<file path="config.mk">
export PLATFORM = sky130hd
export DESIGN_NAME = plte_ctrl
export DESIGN_NICKNAME = d
export VERILOG_FILES = /design/src/design/plte_pkg.sv /design/src/design/plte_ctrl.sv
export SDC_FILE = /design/constraint.sdc
export NUM_CORES = 1
export LEC_CHECK = 0
export BUFFER_PORTS_ARGS = -buffer_cell sky130_fd_sc_hd__buf_4
export CAP_MARGIN = 20
export CORE_AREA = 10 10 47 49
export CTS_CLUSTER_DIAMETER = 30
export CTS_CLUSTER_SIZE = 28
export DETAILED_ROUTE_END_ITERATION = 6
export DIE_AREA = 0 0 57 59
export SETUP_SLACK_MARGIN = 0.15
export SYNTH_ARGS = -nofsm -noshare
export SYNTH_HDL_FRONTEND = slang
export SYNTH_SLANG_ARGS = --single-unit
</file>
<file path="constraint.sdc">
create_clock -name clk -period 2.95 [get_ports clk]
set_clock_uncertainty 0.15 [all_clocks]
set_input_delay 0.295 -clock clk [delete_from_list [all_inputs] [get_ports clk]]
set_output_delay 0.295 -clock clk [all_outputs]
set_load 0.05 [all_outputs]
</file>
<file path="src/design/plte_pkg.sv">
`timescale 1ns / 1ps
// ----------------------------------------------------------------------------
// plte_pkg: shared types and constants for the pointer list table engine
// Sizes of the entry store, field widths, command and status codes, and the
// control and status bundles between controller and datapath.
// ----------------------------------------------------------------------------
package plte_pkg;

  localparam int DEPTH       = 256;
  localparam int ENTRY_WIDTH = 32;

  localparam int IDX_W = $clog2(DEPTH);
  localparam int LEN_W = $clog2(DEPTH + 1);

  // fixed port widths
  localparam int CMD_W    = 3;
  localparam int VAL_W    = 32;
  localparam int POS_W    = 8;
  localparam int STATUS_W = 2;
  localparam int RIDX_W   = 8;
  localparam int CNT_W    = 9;

  typedef enum logic [CMD_W-1:0] {
    CMD_APPEND = 3'd0,
    CMD_DROP   = 3'd1,
    CMD_READ   = 3'd2,
    CMD_FIND   = 3'd3,
    CMD_VACANT = 3'd4,
    CMD_COUNT  = 3'd5
  } cmd_t;

  localparam logic [STATUS_W-1:0] ST_OK        = 2'd0;
  localparam logic [STATUS_W-1:0] ST_FULL      = 2'd1;
  localparam logic [STATUS_W-1:0] ST_BAD_INDEX = 2'd2;

  // controller to datapath
  typedef struct packed {
    logic load;   // capture the input transfer
    logic exec;   // check the command, set up the walk or finish at once
    logic walk;   // step through the entries
  } ctl_t;

  // datapath to controller
  typedef struct packed {
    logic out_busy;   // output register still holds a result
    logic quick;      // command finishes in the execute cycle
    logic walk_done;  // walk has its answer this cycle
  } sts_t;

endpackage

</file>
<file path="src/design/plte_ctrl.sv">
`timescale 1ns / 1ps
// ----------------------------------------------------------------------------
// plte_ctrl: command sequencer
// Takes one command at a time, waits for a free output register, then either
// finishes at once or steps the datapath through the stored entries.
// ----------------------------------------------------------------------------
module plte_ctrl (
  input  logic            clk,
  input  logic            rst_n,
  input  logic            in_valid,
  output logic            in_stall,
  input  plte_pkg::sts_t  sts,
  output plte_pkg::ctl_t  ctl
);
  import plte_pkg::*;

  typedef enum logic [2:0] {
    S_IDLE = 3'b001,
    S_EXEC = 3'b010,
    S_WALK = 3'b100
  } state_t;

  state_t state_r, state_nxt;

  always_comb begin
    state_nxt = state_r;
    ctl       = '0;
    case (state_r)
      S_IDLE: begin
        ctl.load = in_valid;
        if (in_valid) begin
          state_nxt = S_EXEC;
        end
      end
      S_EXEC: begin
        // hold until the previous result has been taken
        if (!sts.out_busy) begin
          ctl.exec  = 1'b1;
          state_nxt = sts.quick ? S_IDLE : S_WALK;
        end
      end
      S_WALK: begin
        ctl.walk = 1'b1;
        if (sts.walk_done) begin
          state_nxt = S_IDLE;
        end
      end
      default: state_nxt = S_IDLE;
    endcase
  end

  always_ff @(posedge clk) begin
    if (!rst_n) begin
      state_r <= S_IDLE;
    end else begin
      state_r <= state_nxt;
    end
  end

  assign in_stall = (state_r != S_IDLE);

endmodule

</file>
## Word level (Yosys, flattened, before mapping)

Cells that the tools add are included.

| storage, ports and cells | value |
|---|---|
| flip-flop bits (word level) | 3 |
| latch bits | 0 |
| bits in writable memories | 0 |
| bits in read-only memories | 0 |
| logic and storage cells | 18 |
| memories kept | 0 |

| operators by class | value |
|---|---|
| add/subtract/negate cells | 0 |
| multipliers | 0 |
| div/mod/pow operators | 0 |
| magnitude comparators | 0 |
| equal/unequal tests | 7 |
| shift operators | 0 |
| multiplexer cells | 9 |
| bitwise logic cells | 0 |
| reductions and logical operators | 1 |

Operator list:

| cell | count |
|---|---|
| 3-bit two-way mux | 4 |
| 3-bit case mux with 3 select lines | 1 |
| 2-bit inequality test (second input constant) | 3 |
| 1-bit two-way mux | 4 |
| 3-bit by 1-bit == test with 1-bit output (second input constant) | 1 |
| 3-bit by 2-bit == test with 1-bit output (second input constant) | 1 |
| 3-bit == test (second input constant) | 1 |
| 3-bit by 1-bit inequality test with 1-bit output (second input constant) | 1 |
| 3-bit AND reduction | 1 |

## Logic depth before layout (Yosys ltp)

Gate-level depths: netlist of run 1.

| depth | value |
|---|---|
| depth in word-level cells | 3 |
| mapped depth | 3 |
| mapped depth without buffers | 3 |

## Least setup slack after synthesis of run 1

Ideal clock, no wire load.

| timing path | value |
|---|---|
| kind | register -> output |
| from | register state_r[2] |
| to | output ctl[0] (netlist bit) |
| arrival | 1.587 ns |
| required time | 2.505 ns |
| setup slack | 0.918 ns |
| stages on the path, launching flop included | 2 |
| path buffers | 0 |
| cell sequence | dfxtp_1 > nor3b_1 |

RTL lines:

| what | RTL line | RTL |
|---|---|---|
| start: declaration | plte_ctrl.sv:23 | `state_t state_r, state_nxt;` |
| start signal: assignment | plte_ctrl.sv:56 | `state_r <= state_nxt;` |
| end: declaration | plte_ctrl.sv:13 | `output plte_pkg::ctl_t ctl` |

==> results.txt, run 1 <==
Seq/Total Area, Yosys - 34.5%
Worst EP arrival - 1.17 ns
fin nets - 40
Worst setup SP type - flop
Clock Root Buffer - clkbuf_4
Core Box Area - 1400 um2
Hold Crit Depth - 2
H-tree Lvls - 1
Rel. slew slack - 82.9%
Synth top area share - 34.5%
clock slew seen by the registers of the worst setup and hold paths - 0.04 ns
Synthesized Nets - 26
Leak - 0.000123 uW
Max Clock Freq - 0.621 GHz
r2r startpoint - state_r[0]$_SDFFE_PN1P_
synth unique cells - 15
Syn Inst Count - 20
first-pass GRT wire length - 883 um
aggregate routed wire length - 572 um
final critical-path required period - 1.61 ns
total CTS buffers - 3
clock sink total - 3
Yosys top cell by area - dfxtp_1
Hold Path Origin - rst_n
Syn Std Cell Area - 174 um2
unrepaired setup endpoints after global routing - no
placed cells - 45
flop2flop setup slack - 1.78 ns
reg2reg path depth - 3
number of top-level pins - 10
layout cell share with drive strength beyond 1 - 42.4%
required time of the critical path - 2.51 ns
Die H - 59 um
Post-synth top cells - dfxtp_1 (3), nor3b_1 (3), nor3_1 (2)
setup_tns - 0 ns
Worst Setup SP - state_r[0]$_SDFFE_PN1P_
fin cells - 49
final setup margin - 1.34 ns
Routability Congestion - 0.652
clock latency on the worst-skew pair - 0.23 ns
Crit Path Class - reg2out
Final Max Slew Viols - 0
Main synth FF type - dfxtp_1
# rows - 14
Area Overhead vs Synth - 65.5%
Largest register FFs - 3
Worst Tran Pin Value - 0.254 ns
post-layout power - 150 uW
status - finished clean
largest net degree at the start of global routing - 9
DR WL/cell - 11.7 um
CTS tree - yes
fin crit share - 54.6%
initial drt markers - 0
Worst setup EP type - primary output
post-CTS resize count - 0
reg2reg end - state_r[0]$_SDFFE_PN1P_
fin area - 288 um2
Final Hold Viols - 0
Vias/cell - 4.02
hold endpoint - state_r[0]$_SDFFE_PN1P_
First-pass DRT Iterations - 1
Avg Inst Size Synth - 8.70 um2
Final setup viols - 0
pwr dens - 522 nW/um2
Final HPWL DP - 435 um
Diodes inserted - 0
Synth async-reset ratio - 0%
post-detailed-route count of antenna-violating nets - 0
initial antenna violation count - 0
Post-route DRC - 0
YS warnings - 0
Clock Tree Buf Depth - 2
crit path max fanout - 7
EDFF count, synth - 0
worst hold path type - in2reg
die footprint - 3360 um2
pre-CTS setup slack - 1.59 ns
Port-buffer cells - 9
Overall Global Routing Usage - 3.54%
Post-CTS Setup Inserts - 0
Starting Density - 12.4%
worst vdd ir - 0.157 mV
routed vias - 197
GR Overflow Total - 0
synthesis-stage register bit count - 3
Biggest register - state_r
Placed Area - 262 um2
Die X - 57 um
Post-CTS Hold Buffers - 0
Max-cap violations - 0
vias in the first global route - 209
largest registers - state_r: 3 flops
main area contributors after synthesis - dfxtp_1 (35%), nor3b_1 (13%), and3_4 (6.5%)
-- layout by cell type (no fill, tap or decap) --
master and count:
o31ai_1 1, and3b_1 1, and3_4 1, buf_4 9, nand2b_1 1, nor3b_1 3, nor2_2 1, nor4b_1 1
dfxtp_1 3, a21oi_1 1, clkbuf_1 1, a211oi_1 1, inv_1 1, nor3_1 2, nand2_1 1, nand3b_1 1
clkbuf_4 3, o21ai_0 1
-- worst max path at each step --
stage / endpoint / slack [ns] / cells past startpoint
floorplan: ctl[0] / 0.92 / 1
global placement: ctl[0] / 1.61 / 2
detailed placement: ctl[1] / 1.59 / 3
CTS: ctl[1] / 1.32 / 3
global route: ctl[1] / 1.25 / 3
finish: ctl[1] / 1.34 / 3
-- power breakdown --
group / internal (uW) / switching, uW
logic: 13.6 / 17.8
clock network: 50.7 / 21.7
registers: 42.8 / 3.61
-- area by class of cell --
| type | count | area [um2] |
|---|---|---|
| Tap cell | 16 | 20.0 |
| Sequential cell | 3 | 60.1 |
| Timing Repair Buffer | 9 | 67.6 |
| Fill cell | 170 | 1110 |
| Inverter | 1 | 3.75 |
| Multi-Input combinational cell | 16 | 110 |
| Clock buffer | 4 | 26.3 |
-- critical path, stage by stage, from the launching register on --
cell and delay (ns):
dfxtp_1 0.36, nand2b_1 0.20, nor3_1 0.14, buf_4 0.23
-- metal layers --
layer	global-route usage (%)	vias up	part of all wire (%)
met3	2.36	2	4.7
met2	5.89	6	51
met5	0	-	0
met1	2.85	87	41
met4	3.02	0	3.0
li1	-	102	-
-- metrics by stage --
stage	hold slack, ns	util [%]
after floorplan	0.216	-
after global placement	0.354	18.7
after detailed placement	0.358	18.7
after CTS	0.106	20.5
after global routing	0.120	20.5
final	0.114	20.5
-- cell families after synthesis --
family | after synthesis | synth area share [%]
and+or+nand+nor | 12 | 48.9
AOI/OAI and AO/OA | 4 | 14.4
DFF | 3 | 34.5
buffers and inverters | 1 | 2.16
Note: power is estimated with default switching activity, not from simulation.
==> run 2: changes to the inputs <==
clock period = 1.6 ns   (was 2.95 ns; I/O delays follow)
==> results.txt, run 2 (synthesized netlist as in run 1, its figures left out) <==
Final Hold Viols - 0 (unchanged)
required time of the critical path - 1.29 ns (-1.22 ns)
Diodes inserted - 0 (unchanged)
crit path max fanout - 7 (unchanged)
total CTS buffers - 3 (unchanged)
Vias/cell - 3.98 (-1.0%)
final critical-path required period - 1.39 ns
die footprint - 3360 um2 (unchanged)
Worst Tran Pin Value - 0.250 ns (-0.00335 ns)
Worst EP arrival - 1.08 ns (-0.09 ns)
post-detailed-route count of antenna-violating nets - 0 (unchanged)
FILL cells - 163 (-4.1%)
worst hold path type - in2reg
clock sink total - 3 (unchanged)
number of top-level pins - 10 (unchanged)
clock latency on the worst-skew pair - 0.23 ns (about the same)
CP peak stage delay - 0.45 ns (+0.09 ns)
clock slew seen by the registers of the worst setup and hold paths - 0.04 ns (about the same)
worst vdd ir - 0.215 mV (+37%)
fin nets - 41 (+2.5%)
Worst setup EP type - primary output
initial drt markers - 2 (+2)
Clock Tree Buf Depth - 2 (unchanged)
# rows - 14 (unchanged)
Area Overhead vs Synth - 89.9%
CP Depth - 2 (-1)
aggregate routed wire length - 542 um (-5.2%)
most common cell after layout, fill and taps aside - buf_4
GR Util met3 - 1.93% (-0.43 points)
Die H - 59 um (unchanged)
Overall Global Routing Usage - 3.84% (+0.29 points)
Final Max Slew Viols - 0 (unchanged)
status - finished clean
Largest register FFs - 3 (unchanged)
unrepaired setup endpoints after global routing - no
global route hottest layer - met4
Critical Path, Cell by Cell - and3_4 -> buf_6
largest registers - state_r: 3 flops
setup_tns - 0 ns (unchanged)
Worst setup SP type - flop
largest net degree at the start of global routing - 9 (unchanged)
initial antenna violation count - 0 (unchanged)
Crit path buffers/inverters - 1 (unchanged)
first-pass GRT wire length - 931 um (+5.4%)
Clock Root Buffer - clkbuf_4
layout cell share with drive strength beyond 1 - 55.9% (+13 points)
fin area - 330 um2 (+15%)
H-tree Lvls - 1 (unchanged)
Routability Congestion - 0.740 (+13%)
DR WL/cell - 10.8 um (-7.1%)
CTS tree - yes
Placed Area - 272 um2 (+3.8%)
Max-cap violations - 0 (unchanged)
First-pass DRT Iterations - 2 (+1)
Max Clock Freq - 0.720 GHz
Hold Crit Depth - 3 (+1)
Die X - 57 um (unchanged)
pwr dens - 854 nW/um2 (+64%)
Final setup viols - 0 (unchanged)
most frequent cells in the layout - buf_4 (7), clkbuf_4 (3), nor3b_1 (2), buf_6 (2), dfxtp_2 (2)
Leak - 0.000143 uW (+17%)
met1 Track Usage GR - 3.66% (+0.81 points)
Biggest register - state_r
vias in the first global route - 208 (-0.48%)
slowest cell on the critical path - dfxtp_1
routed vias - 199 (+1.0%)
Post-route DRC - 0 (unchanged)
Starting Density - 12.4% (unchanged)
fin crit share - 86.8%
GR Overflow Total - 0 (unchanged)
Core Box Area - 1400 um2 (unchanged)
Crit Path Class - reg2out
CP top delay family - flip-flops
reg2reg path depth - 3 (unchanged)
Rel. slew slack - 83.1% (+0.23 points)
Port-buffer cells - 9 (unchanged)
met2 Usage GRT - 4.81% (-1.1 points)
==> run 2: cell count changes in the layout (fill, tap and decap cells not counted), moves of 2 or more <==
cell | before | now
buf_4 | 9 | 7
buf_6 | 0 | 2
dfxtp_1 | 3 | 1
dfxtp_2 | 0 | 2
==> run 2: layout make-up <==
cell class | count | area (um2) | area share (%)
Clock buffer | 4 | 26.3 | 7.95
Inverter | 1 | 3.75 | 1.14
Multi-Input combinational cell | 16 | 133 | 40.2
Sequential cell | 3 | 62.6 | 18.9
Tap cell | 16 | 20.0 | 6.06
Timing Repair Buffer | 10 | 85.1 | 25.8
==> run 2: worst paths after layout <==
kind | from | endpoint | slack [ns]
worst min register to register | state_r[0]$_SDFFE_PN1P_ | state_r[2]$_SDFFE_PN0P_ | 0.44
worst max-delay path | state_r[0]$_SDFFE_PN1P_ | ctl[2] | 0.21
worst max register to register | state_r[0]$_SDFFE_PN1P_ | state_r[1]$_SDFFE_PN0P_ | 0.44
worst min-delay path | sts[0] | state_r[0]$_SDFFE_PN1P_ | 0.11
==> run 2: tightest hold or removal path: stages <==
cell,delay (ns)
buf_4,0.09
nor4b_1,0.04
o31ai_1,0.17
==> run 2: what timing repair did <==
| action | in CTS | in global routing |
|---|---|---|
| endpoints found under the setup margin | 3 | 2 |
| pin swaps | 0 | 0 |
| gates resized for setup | 2 | 4 |
| hold endpoints to repair | 1 | 0 |
| hold buffers | 1 | 0 |
| setup buffers | 0 | 0 |
==> run 2: power by group <==
group          internal, uW  switching [uW]  total, uW
combinational          30.5            33.9       64.4
sequential             79.5            9.07       88.5
clock                  93.2            36.1        129
total                   203            79.0        282
==> run 2: through the flow <==
stage / worst slack [ns] / power, uW / utilization, % / hold slack (ns) / std cells
6_report: 0.211 / 282 / 23.6 / 0.114 / 50
5_1_grt: 0.151 / 301 / 23.6 / 0.152 / 50
4_1_cts: 0.151 / 286 / 22.1 / 0.0981 / 50
3_5_place_dp: 0.370 / 146 / 19.4 / 0.217 / 45
3_3_place_gp: 0.375 / 146 / 19.4 / 0.216 / 45
2_1_floorplan: 0.140 / 122 / - / 0.0811 / 20
==> run 2: metal layers <==
| layer | up-vias | routed length [um] |
|---|---|---|
| li1 | 103 | - |
| met1 | 82 | 210 |
| met2 | 10 | 230 |
| met3 | 4 | 63 |
| met4 | 0 | 38 |
| met5 | - | 0 |
